`src/design/etfs_pkg.sv`:
```
`timescale 1ns / 1ps
// Shared types and constants for the escape-time fractal sampler.
// No dependencies; used by escape_time_fractal_sampler.
package etfs_pkg;

    // Configuration registers arrive as Q4.28 words
    localparam int REG_BITS  = 32;
    localparam int REG_FRAC  = 28;
    localparam int LIMIT_BITS = 8;
    localparam logic [LIMIT_BITS-1:0] LIMIT_RESET = 8'd72;
    localparam int CFG_INDEX_BITS = 3;

    // Configuration register map
    typedef enum logic [CFG_INDEX_BITS-1:0] {
        CFG_ORIGIN_REAL     = 3'd0,
        CFG_ORIGIN_IMAG     = 3'd1,
        CFG_STEP_REAL       = 3'd2,
        CFG_STEP_IMAG       = 3'd3,
        CFG_JULIA_C_REAL    = 3'd4,
        CFG_JULIA_C_IMAG    = 3'd5,
        CFG_JULIA_MODE      = 3'd6,
        CFG_ITERATION_LIMIT = 3'd7
    } cfg_index_t;

    // Sequencer states
    typedef enum logic [2:0] {
        ST_IDLE,
        ST_LOAD,
        ST_MUL_LO,
        ST_MUL_HI,
        ST_MUL_FX,
        ST_APPLY
    } state_t;

    // Which product the shared multiplier is working on
    typedef enum logic [2:0] {
        OP_PR,
        OP_PI,
        OP_RR,
        OP_II,
        OP_RI
    } op_t;

endpackage

```
`src/design/escape_time_fractal_sampler.sv`:
```
`timescale 1ns / 1ps
// Escape-time fractal sampler: maps a pixel to a complex point and iterates z = z^2 + c.
// Depends on etfs_pkg (state, operation and register-map types).
//
// Done pulses when z escapes or the iteration limit is reached after start is taken;
// with a zero limit done pulses on the next cycle.
// Throughput: one pixel at a time; busy stays high until the result is posted.
// Multiplies: LOAD, MUL_LO, MUL_HI, MUL_FX (z terms), APPLY; one half-width multiplier.
// Reset: async active low; config and control registers to defaults, datapath not reset.
// The result strobe cannot be stalled: escape_count is valid only while done is high.
module escape_time_fractal_sampler #(
    parameter int COORD_BITS = 10,
    parameter int FRAC_BITS  = 28,
    parameter int COUNT_BITS = 8
) (
    input  logic                                clk,
    input  logic                                rst_n,
    // pixel transaction
    input  logic                                start,
    output logic                                busy,
    input  logic [COORD_BITS-1:0]               pixel_x,
    input  logic [COORD_BITS-1:0]               pixel_y,
    // result transaction
    output logic                                done,
    output logic [COUNT_BITS-1:0]               escape_count,
    // configuration write channel
    input  logic                                cfg_valid,
    output logic                                cfg_ready,
    input  logic [etfs_pkg::CFG_INDEX_BITS-1:0] cfg_index,
    input  logic [etfs_pkg::REG_BITS-1:0]       cfg_data
);

    localparam int W   = FRAC_BITS + 4;          // working word
    localparam int H   = (W + 1) / 2;            // low half of multiplier operand b
    localparam int PW  = W + H;                  // partial product width
    localparam int AW  = 2 * W;                  // full product width
    localparam int FXW = AW - FRAC_BITS;         // product after the fraction shift
    localparam int MW  = W + COORD_BITS + 1;     // pixel mapping sum width
    localparam int SH_UP = (FRAC_BITS >= etfs_pkg::REG_FRAC) ?
                           (FRAC_BITS - etfs_pkg::REG_FRAC) : 0;
    localparam int SH_DN = (FRAC_BITS < etfs_pkg::REG_FRAC) ?
                           (etfs_pkg::REG_FRAC - FRAC_BITS) : 0;

    localparam logic [W-1:0] WORD_MAX = {1'b0, {(W-1){1'b1}}};
    localparam logic [W-1:0] WORD_MIN = {1'b1, {(W-1){1'b0}}};
    localparam logic [W:0]   FOUR     = (W+1)'(1) << (FRAC_BITS + 2);

    // Q4.28 register to working format, truncating toward zero when narrowing
    function automatic logic signed [W-1:0] reg_to_word(input logic signed [31:0] r);
        logic signed [31:0] q;
        logic [31:0]        rem;
        logic signed [31:0] t;
        q   = r >>> SH_DN;
        rem = r & ((32'd1 << SH_DN) - 32'd1);
        t   = q + ((r[31] && (rem != 32'd0)) ? 32'sd1 : 32'sd0);
        return W'(t) <<< SH_UP;
    endfunction

    // Saturate a one-bit-grown sum to the working word
    function automatic logic signed [W-1:0] sat_add(input logic signed [W:0] v);
        if (v[W] != v[W-1])
            return v[W] ? WORD_MIN : WORD_MAX;
        return v[W-1:0];
    endfunction

    // Saturate a pixel mapping sum to the working word
    function automatic logic signed [W-1:0] sat_map(input logic signed [MW-1:0] v);
        if ((&v[MW-1:W-1]) || !(|v[MW-1:W-1]))
            return v[W-1:0];
        return v[MW-1] ? WORD_MIN : WORD_MAX;
    endfunction

    // Magnitude product to signed fixed-point word
    function automatic logic signed [W-1:0] fx_word(input logic [AW-1:0] acc,
                                                    input logic neg);
        logic [FXW-1:0] sh;
        logic [W-1:0]   mag;
        sh  = acc[AW-1:FRAC_BITS];
        mag = (|sh[FXW-1:W-1]) ? WORD_MAX : {1'b0, sh[W-2:0]};
        return neg ? $signed(-mag) : $signed(mag);
    endfunction

    function automatic logic [W-1:0] mag_of(input logic signed [W-1:0] w);
        return w[W-1] ? -w : w;
    endfunction

    // Configuration registers
    logic signed [31:0] origin_real_reg, origin_imag_reg;
    logic signed [31:0] step_real_reg, step_imag_reg;
    logic signed [31:0] julia_c_real_reg, julia_c_imag_reg;
    logic               julia_mode_reg;
    logic [etfs_pkg::LIMIT_BITS-1:0] iteration_limit_reg;

    // Control
    etfs_pkg::state_t        state_reg, state_next;
    etfs_pkg::op_t           op_reg, op_next;
    logic                    init_reg, init_next;
    logic [COUNT_BITS-1:0]   count_reg, count_next;
    logic                    done_reg, done_next;

    // Datapath
    logic [COUNT_BITS-1:0]   escape_count_reg, escape_count_next;
    logic [COORD_BITS-1:0]   pixel_x_reg, pixel_x_next;
    logic [COORD_BITS-1:0]   pixel_y_reg, pixel_y_next;
    logic [W-1:0]            mul_a_reg, mul_a_next;
    logic [W-1:0]            mul_b_reg, mul_b_next;
    logic                    mul_neg_reg, mul_neg_next;
    logic [AW-1:0]           acc_reg, acc_next;
    logic signed [W-1:0]     fx_reg, fx_next;
    logic signed [W-1:0]     p_re_reg, p_re_next;
    logic signed [W-1:0]     zr_reg, zr_next;
    logic signed [W-1:0]     zi_reg, zi_next;
    logic signed [W-1:0]     cr_reg, cr_next;
    logic signed [W-1:0]     ci_reg, ci_next;
    logic signed [W-1:0]     rr_reg, rr_next;
    logic signed [W-1:0]     ii_reg, ii_next;

    // Combinational helpers
    logic [COUNT_BITS-1:0]   limit_w;
    logic [H-1:0]            mul_b_half;
    logic [PW-1:0]           mul_prod;
    logic signed [W-1:0]     step_word;
    logic signed [W-1:0]     origin_word;
    logic signed [MW-1:0]    origin_ext;
    logic signed [MW-1:0]    prod_ext;
    logic signed [MW-1:0]    map_sum;
    logic signed [W-1:0]     map_word;
    logic signed [W-1:0]     diff_sat;
    logic signed [W-1:0]     dbl_sat;
    logic signed [W-1:0]     new_re;
    logic signed [W-1:0]     new_im;
    logic [W:0]              mag_sq;
    logic                    escaped;

    assign busy         = (state_reg != etfs_pkg::ST_IDLE);
    assign done         = done_reg;
    assign escape_count = escape_count_reg;
    assign cfg_ready    = 1'b1;
    assign limit_w      = COUNT_BITS'(iteration_limit_reg);

    // Shared multiplier: one half of operand b per cycle
    assign mul_b_half = (state_reg == etfs_pkg::ST_MUL_HI) ?
                        H'(mul_b_reg[W-1:H]) : mul_b_reg[H-1:0];
    assign mul_prod   = mul_a_reg * mul_b_half;

    // Pixel mapping: origin plus signed pixel product, saturated
    assign origin_word = (op_reg == etfs_pkg::OP_PR) ? reg_to_word(origin_real_reg)
                                                     : reg_to_word(origin_imag_reg);
    assign origin_ext  = MW'(origin_word);
    assign prod_ext    = $signed({1'b0, acc_reg[W+COORD_BITS-1:0]});
    assign map_sum     = mul_neg_reg ? (origin_ext - prod_ext) : (origin_ext + prod_ext);
    assign map_word    = sat_map(map_sum);

    // z update from the squares and the cross product
    assign diff_sat = sat_add((W+1)'(rr_reg) - (W+1)'(ii_reg));
    assign new_re   = sat_add((W+1)'(diff_sat) + (W+1)'(cr_reg));
    assign dbl_sat  = sat_add({fx_reg, 1'b0});
    assign new_im   = sat_add((W+1)'(dbl_sat) + (W+1)'(ci_reg));

    // Escape test on the fresh squares (both non-negative)
    assign mag_sq  = {1'b0, rr_reg} + {1'b0, fx_reg};
    assign escaped = (mag_sq > FOUR);

    // Pick the step register for the mapping multiply
    assign step_word = (op_reg == etfs_pkg::OP_PR) ? reg_to_word(step_real_reg)
                                                   : reg_to_word(step_imag_reg);

    // Configuration writes
    always_ff @(posedge clk or negedge rst_n)
    begin
        if (!rst_n)
        begin
            origin_real_reg     <= '0;
            origin_imag_reg     <= '0;
            step_real_reg       <= '0;
            step_imag_reg       <= '0;
            julia_c_real_reg    <= '0;
            julia_c_imag_reg    <= '0;
            julia_mode_reg      <= 1'b0;
            iteration_limit_reg <= etfs_pkg::LIMIT_RESET;
        end
        else if (cfg_valid && cfg_ready)
        begin
            unique case (etfs_pkg::cfg_index_t'(cfg_index))
                etfs_pkg::CFG_ORIGIN_REAL:     origin_real_reg     <= cfg_data;
                etfs_pkg::CFG_ORIGIN_IMAG:     origin_imag_reg     <= cfg_data;
                etfs_pkg::CFG_STEP_REAL:       step_real_reg       <= cfg_data;
                etfs_pkg::CFG_STEP_IMAG:       step_imag_reg       <= cfg_data;
                etfs_pkg::CFG_JULIA_C_REAL:    julia_c_real_reg    <= cfg_data;
                etfs_pkg::CFG_JULIA_C_IMAG:    julia_c_imag_reg    <= cfg_data;
                etfs_pkg::CFG_JULIA_MODE:      julia_mode_reg      <= cfg_data[0];
                etfs_pkg::CFG_ITERATION_LIMIT:
                    iteration_limit_reg <= cfg_data[etfs_pkg::LIMIT_BITS-1:0];
            endcase
        end
    end

    // Control registers
    always_ff @(posedge clk or negedge rst_n)
    begin
        if (!rst_n)
        begin
            state_reg <= etfs_pkg::ST_IDLE;
            op_reg    <= etfs_pkg::OP_PR;
            init_reg  <= 1'b0;
            count_reg <= '0;
            done_reg  <= 1'b0;
        end
        else
        begin
            state_reg <= state_next;
            op_reg    <= op_next;
            init_reg  <= init_next;
            count_reg <= count_next;
            done_reg  <= done_next;
        end
    end

    // Datapath registers
    always_ff @(posedge clk)
    begin
        escape_count_reg <= escape_count_next;
        pixel_x_reg      <= pixel_x_next;
        pixel_y_reg      <= pixel_y_next;
        mul_a_reg        <= mul_a_next;
        mul_b_reg        <= mul_b_next;
        mul_neg_reg      <= mul_neg_next;
        acc_reg          <= acc_next;
        fx_reg           <= fx_next;
        p_re_reg         <= p_re_next;
        zr_reg           <= zr_next;
        zi_reg           <= zi_next;
        cr_reg           <= cr_next;
        ci_reg           <= ci_next;
        rr_reg           <= rr_next;
        ii_reg           <= ii_next;
    end

    // Sequencer: next state and datapath updates
    always_comb
    begin
        state_next        = state_reg;
        op_next           = op_reg;
        init_next         = init_reg;
        count_next        = count_reg;
        done_next         = 1'b0;
        escape_count_next = escape_count_reg;
        pixel_x_next      = pixel_x_reg;
        pixel_y_next      = pixel_y_reg;
        mul_a_next        = mul_a_reg;
        mul_b_next        = mul_b_reg;
        mul_neg_next      = mul_neg_reg;
        acc_next          = acc_reg;
        fx_next           = fx_reg;
        p_re_next         = p_re_reg;
        zr_next           = zr_reg;
        zi_next           = zi_reg;
        cr_next           = cr_reg;
        ci_next           = ci_reg;
        rr_next           = rr_reg;
        ii_next           = ii_reg;

        unique case (state_reg)
            etfs_pkg::ST_IDLE:
            begin
                if (start)
                begin
                    if (limit_w == '0)
                    begin
                        // nothing to iterate: report zero right away
                        done_next         = 1'b1;
                        escape_count_next = '0;
                    end
                    else
                    begin
                        pixel_x_next = pixel_x;
                        pixel_y_next = pixel_y;
                        op_next      = etfs_pkg::OP_PR;
                        state_next   = etfs_pkg::ST_LOAD;
                    end
                end
            end

            // Latch multiplier operands as magnitudes plus a sign
            etfs_pkg::ST_LOAD:
            begin
                unique case (op_reg)
                    etfs_pkg::OP_PR:
                    begin
                        mul_a_next   = mag_of(step_word);
                        mul_b_next   = W'(pixel_x_reg);
                        mul_neg_next = step_word[W-1];
                    end
                    etfs_pkg::OP_PI:
                    begin
                        mul_a_next   = mag_of(step_word);
                        mul_b_next   = W'(pixel_y_reg);
                        mul_neg_next = step_word[W-1];
                    end
                    etfs_pkg::OP_RR:
                    begin
                        mul_a_next   = mag_of(zr_reg);
                        mul_b_next   = mag_of(zr_reg);
                        mul_neg_next = 1'b0;
                    end
                    etfs_pkg::OP_II:
                    begin
                        mul_a_next   = mag_of(zi_reg);
                        mul_b_next   = mag_of(zi_reg);
                        mul_neg_next = 1'b0;
                    end
                    etfs_pkg::OP_RI:
                    begin
                        mul_a_next   = mag_of(zr_reg);
                        mul_b_next   = mag_of(zi_reg);
                        mul_neg_next = zr_reg[W-1] ^ zi_reg[W-1];
                    end
                    default:
                    begin
                        mul_neg_next = 1'b0;
                    end
                endcase
                state_next = etfs_pkg::ST_MUL_LO;
            end

            etfs_pkg::ST_MUL_LO:
            begin
                acc_next   = AW'(mul_prod);
                state_next = etfs_pkg::ST_MUL_HI;
            end

            etfs_pkg::ST_MUL_HI:
            begin
                acc_next = acc_reg + (AW'(mul_prod) << H);
                if (op_reg == etfs_pkg::OP_PR || op_reg == etfs_pkg::OP_PI)
                    state_next = etfs_pkg::ST_APPLY;
                else
                    state_next = etfs_pkg::ST_MUL_FX;
            end

            // Scale product back to the working format
            etfs_pkg::ST_MUL_FX:
            begin
                fx_next    = fx_word(acc_reg, mul_neg_reg);
                state_next = etfs_pkg::ST_APPLY;
            end

            etfs_pkg::ST_APPLY:
            begin
                state_next = etfs_pkg::ST_LOAD;
                unique case (op_reg)
                    etfs_pkg::OP_PR:
                    begin
                        p_re_next = map_word;
                        op_next   = etfs_pkg::OP_PI;
                    end
                    etfs_pkg::OP_PI:
                    begin
                        // starting z and c by mode
                        if (julia_mode_reg)
                        begin
                            zr_next = p_re_reg;
                            zi_next = map_word;
                            cr_next = reg_to_word(julia_c_real_reg);
                            ci_next = reg_to_word(julia_c_imag_reg);
                        end
                        else
                        begin
                            zr_next = '0;
                            zi_next = '0;
                            cr_next = p_re_reg;
                            ci_next = map_word;
                        end
                        count_next = '0;
                        init_next  = 1'b1;
                        op_next    = etfs_pkg::OP_RR;
                    end
                    etfs_pkg::OP_RR:
                    begin
                        rr_next = fx_reg;
                        op_next = etfs_pkg::OP_II;
                    end
                    etfs_pkg::OP_II:
                    begin
                        ii_next = fx_reg;
                        op_next = etfs_pkg::OP_RI;
                        if (init_reg)
                        begin
                            // squares of the starting z: no escape test
                            init_next = 1'b0;
                        end
                        else if (escaped)
                        begin
                            escape_count_next = count_reg;
                            done_next         = 1'b1;
                            state_next        = etfs_pkg::ST_IDLE;
                        end
                        else if (count_reg + 1'b1 == limit_w)
                        begin
                            escape_count_next = limit_w;
                            done_next         = 1'b1;
                            state_next        = etfs_pkg::ST_IDLE;
                        end
                        else
                        begin
                            count_next = count_reg + 1'b1;
                        end
                    end
                    etfs_pkg::OP_RI:
                    begin
                        zr_next = new_re;
                        zi_next = new_im;
                        op_next = etfs_pkg::OP_RR;
                    end
                    default:
                    begin
                        state_next = etfs_pkg::ST_IDLE;
                    end
                endcase
            end

            default:
            begin
                state_next = etfs_pkg::ST_IDLE;
            end
        endcase
    end

endmodule

```
`config.mk`:
```
export PLATFORM = sky130hd
export DESIGN_NAME = escape_time_fractal_sampler
export DESIGN_NICKNAME = d
export VERILOG_FILES = /design/src/design/etfs_pkg.sv /design/src/design/escape_time_fractal_sampler.sv
export SDC_FILE = /design/constraint.sdc
export NUM_CORES = 2
export LEC_CHECK = 0
export BUFFER_PORTS_ARGS = -buffer_cell sky130_fd_sc_hd__buf_2
export CAP_MARGIN = 20
export CORE_UTILIZATION = 41
export CTS_BUF_LIST = sky130_fd_sc_hd__clkbuf_4 sky130_fd_sc_hd__clkbuf_8
export DETAILED_ROUTE_END_ITERATION = 8
export MAX_ROUTING_LAYER = met4
export RECOVER_POWER = 50
export SETUP_SLACK_MARGIN = 0.2
export SLEW_MARGIN = 20
export SYNTH_ARGS = -nofsm -noshare
export SYNTH_HDL_FRONTEND = slang
export SYNTH_SLANG_ARGS = --single-unit
```
`constraint.sdc`:
```
create_clock -name clk -period 20.3 [get_ports clk]
set_clock_uncertainty 0.2 [all_clocks]
set_input_delay 6.09 -clock clk [delete_from_list [all_inputs] [get_ports clk]]
set_output_delay 6.09 -clock clk [all_outputs]
set_load 0.05 [all_outputs]
```
Yosys cells after proc, flatten, opt, wreduce, memory -nomap -nowiden
Cells that the tools add are included.
- bits in latches: 0
- ROM bits: 0
- logic and storage cells: 188
- input bits: 59
- memories kept: 0
- flip-flop bits (word level): 630
- output and inout port bits: 11
- memory bits (writable): 0
- divide/modulo/power cells: 0
- shifts and indexed selects: 0
- magnitude comparators: 1
- muxes and demuxes: 70
- bitwise operators: 2
- multipliers: 1
- add/subtract/negate cells: 12
- eq/ne operators: 31
- reduce and logical (&&, ||, !) cells: 43
- operators with widths (operator ; number):
    32-bit 2-to-1 mux ; 25
    32-bit case mux with 2 select lines ; 2
    32-bit case mux with 4 select lines ; 1
    64-bit case mux with 2 select lines ; 1
    32-bit by 32-bit adder with 33-bit output ; 3
    32-bit negation ; 3
    32-bit case mux with 3 select lines ; 1
    8-bit 2-to-1 mux ; 9
    64-bit adder ; 1
    32-bit by 16-bit multiplier with 48-bit output ; 1
    32-bit by 43-bit adder with 43-bit output ; 1
    43-bit 2-to-1 mux ; 1
    32-bit by 43-bit subtractor with 43-bit output ; 1
    2-bit AND reduction ; 17
    33-bit by 31-bit greater-than comparator with 1-bit output (second input constant) ; 1
    32-bit by 32-bit subtractor with 33-bit output ; 1
    31-bit negation with 32-bit output ; 1
    8-bit case mux with 2 select lines ; 2
    31-bit 2-to-1 mux ; 1
    3-bit equality test (second input constant) ; 7
    3-bit by 2-bit equality test with 1-bit output (second input constant) ; 6
    3-bit case mux with 6 select lines ; 1
    16-bit 2-to-1 mux ; 1
    2-bit != test (second input constant) ; 8
    29 further kinds ; 64

Longest topological paths before layout
- depth in word-level cells: 11
- mapped depth: 44
- mapped depth without buffers: 40

Least setup slack after synthesis
Ideal clock, no wire load.
- path kind: register to register
- start: reg state_reg[1]
- end: reg acc_reg[56] (data pin)
- library setup time: 266 ps
- clock period less this slack: 11904 ps
- required time: 19834 ps
- arrival: 11438 ps
- slack: 8396 ps
- buffers on the path: 4
- cell stages (with the launch flop): 45
- path through: dfrtp_1 > clkbuf_1 > nor2b_1 > and2_0 > buf_1 > nand2_1 > nand2_1 > clkbuf_1 > nand2_1 > fa_1 > inv_1 > fa_1 > inv_1 > fa_1 > inv_1 > fa_1 > fa_1 > inv_1 > (+9 left out) > a21o_1 > a21oi_1 > o21bai_1 > a21oi_1 > xnor2_1 > ha_1 > clkbuf_1 > a21o_1 > a21oi_1 > o21bai_1 > a31oi_1 > nor3b_1 > a21oi_1 > o21ai_0 > nor2_1 > a31oi_1 > xor2_1 > nor2_1
- word-level cells in the longest chain between the ends: 5
- elaborated cells between the ends (all ways): 6
- those cells by class: 1 x add/sub; 1 x mul; 2 x eq/ne; 2 x mux
- RTL lines (element ; line ; source):
    from (decl) ; escape_time_fractal_sampler.sv:95 ; etfs_pkg::state_t state_reg, state_next;
    from (signal assigned) ; escape_time_fractal_sampler.sv:203 ; state_reg <= etfs_pkg::ST_IDLE;
    from (signal assigned) ; escape_time_fractal_sampler.sv:211 ; state_reg <= state_next;
    3-bit by 2-bit equality test with 1-bit output ; escape_time_fractal_sampler.sv:142, escape_time_fractal_sampler.sv:263 ;
    16-bit 2-to-1 mux ; escape_time_fractal_sampler.sv:142 ; assign mul_b_half = (state_reg == etfs_pkg::ST_MUL_HI) ?
    32-bit by 16-bit multiplier with 48-bit output ; escape_time_fractal_sampler.sv:144 ; assign mul_prod = mul_a_reg * mul_b_half;
    64-bit adder ; escape_time_fractal_sampler.sv:334 ; acc_next = acc_reg + (AW'(mul_prod) << H);
    64-bit case mux with 2 select lines (*) ; escape_time_fractal_sampler.sv:263 ; unique case (state_reg)
    to (signal assigned) ; escape_time_fractal_sampler.sv:228 ; acc_reg <= acc_next;
    to (decl) ; escape_time_fractal_sampler.sv:108 ; logic [AW-1:0] acc_reg, acc_next;
Every way passes the cells marked *; elsewhere a longest branch is shown, timed or not.
A chain may end at the register's enable or synchronous reset.

Final worst setup path
- start: reg state_reg[1]
- end: reg acc_reg[62] (data pin)
Same word-level chain as after synthesis.

==> out/results.txt <==
status = finished, violations left
failing checks = capacitance limit, slew limit
Hold Vio Cnt, Final = 0
Post-synth top cells = 838 x nand2_1, 588 x inv_1, 424 x fa_1, 413 x edfxtp_1, 347 x ha_1
worst min path class = flip-flop to flip-flop
met1 wire length = 85600 µm
Setup crit end kind = flip-flop
crit path time final = 14.57 ns
CP Launch Type = flip-flop
fin crit share = 71.8%
Yosys top cell area share = 21.6%
Chip Height = 377 µm
post-synthesis sequential area ratio = 31.0%
CP max stage cell = clkbuf_1
DR WL met2 = 80900 µm
row count = 137
I/O pin cnt = 70
# setup viols final = 0
CTS Sinks = 630
multi-input logic area = 0.0364 mm²
GRT Util Overall = 27.6%
WS Path Type = flip-flop to flip-flop
CTS tree = done
Max-Cap Viols = 18
EDFF count, synth = 413
Warnings, synthesis = 0
crit-path most repeated cell = fa_1
Initial Util = 41.3%
HPWL after DPL = 149000 µm
count leader, synth = nand2_1
total gr overflow = 0
max reg flops = 64
Clock transition at path regs = 0.06 ns
core footprint = 0.139 mm²
flops & latches, synth = 630
# fillers = 13.4k
Met3 Routed Length = 17200 µm
worst slew pin tran = 5.85 ns
routed vias = 46.3k
unrepaired setup endpoints after global routing = no
share of post-route cells with drive strength above 1 = 9.76%
CTS Hold Bufs = 0
clk_lat worst skew = 0.87 ns
relative slew slack = -290%
Post-Route WL = 190000 µm
Synth Area per Inst = 9.52 µm²
Syn-to-layout area delta = 7.89%
ys flop type = edfxtp_1
Avg Vias per Cell = 5.79
Post-Syn Instances = 6041
Slew Viols, Final = 794
DR top layer = met4
fmax = 68.6 MHz
CTS max path bufs = 3
synth top area cells = edfxtp_1 22%, fa_1 15%, dfrtp_1 9.4%
residual DRC count = 0
Port Buffers = 68
RePlAce Congestion = 1.02
initial antenna violation count = 15
Yosys top cell by area = edfxtp_1
WL/cell = 23.8 µm
synth unique cells = 93
ys async rst share = 34.4%
Die ar. = 0.142 mm²
pin count of the biggest net entering global routing = 101
chip width = 377 µm
post-layout net count = 6841
clock buffer count from CTS = 110
Setup TNS = 0 ns
CP max stage delay = 2.23 ns
critical path fanouts, max = 51
root buffer cell = clkbuf_8
Max H-tree Level = 3
first-pass GRT wire length = 286000 µm
register area = 0.0178 mm²
cts repair resizes = 0
drt pass-1 iters = 6
Post-CTS Setup Inserts = 0
post-synth net total = 6871
CP required = 20.63 ns
vias in the first global route = 44.9k
Iteration-0 DRC Markers = 5023
Crit path arrival time = 14.90 ns
post-route ant nets = 0
synthesized area = 0.0575 mm²
routing by layer:
metal  GRT usage (%)  vias to the layer above
li1                -                    20936
met1            39.2                    23064
met2            39.7                     2007
met3            5.09                      303
met4            8.50                        0
met5               -                        -
cells by family after synthesis:
kind of cell    after synthesis  share of synthesized area [%]
buf+inv                     875                           5.78
mux                         295                           5.67
compound gates             1263                           14.6
simple gates               1834                           14.9
xor+xnor                    364                           5.57
fa+ha+maj                   779                           22.4
other cells                   1                        0.00652
flops                       630                           31.0
worst paths after layout:
path                                   startpoint                   to  slack (ns)  cells past startpoint
worst max-delay path                 state_reg[1]          acc_reg[62]        5.73                     38
worst min-delay path            step_imag_reg[23]    step_imag_reg[23]        0.30                      1
worst max register to register       state_reg[1]          acc_reg[62]        5.73                     38
worst min register to register  step_imag_reg[23]    step_imag_reg[23]        0.30                      1
max in group asynchronous                   rst_n         count_reg[0]        8.82                      3
min in group asynchronous                   rst_n  origin_imag_reg[25]        7.21                      1
worst max-delay path, delay by kind of cell, from the launching register on:
family	cells	cell delay, ns
and+or+nand+nor	9	1.84
AOI/OAI and AO/OA	15	3.49
DFF	1	0.49
adders and majority gates	8	3.87
buffers and inverters	4	3.97
xor gates and xnor gates	2	0.40
area by class of cell:
| class | count | share of cell area, % |
|---|---|---|
| antenna | 12 | 0.0484 |
| clock buffer | 150 | 3.02 |
| clock inverter | 55 | 0.837 |
| inverter | 588 | 3.56 |
| multi-input combinational | 4536 | 58.7 |
| sequential | 630 | 28.7 |
| tap | 1876 | 3.78 |
| timing repair buffer | 145 | 1.33 |
stage by stage:
step / setup slack (ns) / cell area [µm²] / utilization (%) / cells / hold WS (ns)
2_1_floorplan: 8.40 / 57500 / - / 6041 / 0.275
3_3_place_gp: 8.78 / 59800 / 42.9 / 7775 / 0.286
3_5_place_dp: 8.64 / 59800 / 42.9 / 7775 / 0.292
4_1_cts: 8.59 / 62200 / 44.6 / 7980 / 0.306
5_1_grt: 4.64 / 62100 / 44.5 / 7992 / 0.314
6_report: 5.73 / 62100 / 44.5 / 7992 / 0.303
layout by cell type, fill, tap and decap left out, drive strengths merged, types with 215 or more instances in the layout:
cell type / netlist / routed
o21ai: 256 / 256
dfrtp: 215 / 215
and2: 219 / 219
mux2: 239 / 239
nand2: 838 / 838
a21oi: 322 / 322
inv: 588 / 592
nor2: 289 / 289
edfxtp: 413 / 413
fa: 424 / 424
ha: 347 / 347
Power is not shown: default switching activity piles up to over one toggle a cycle in this logic, so the estimate is an artifact.
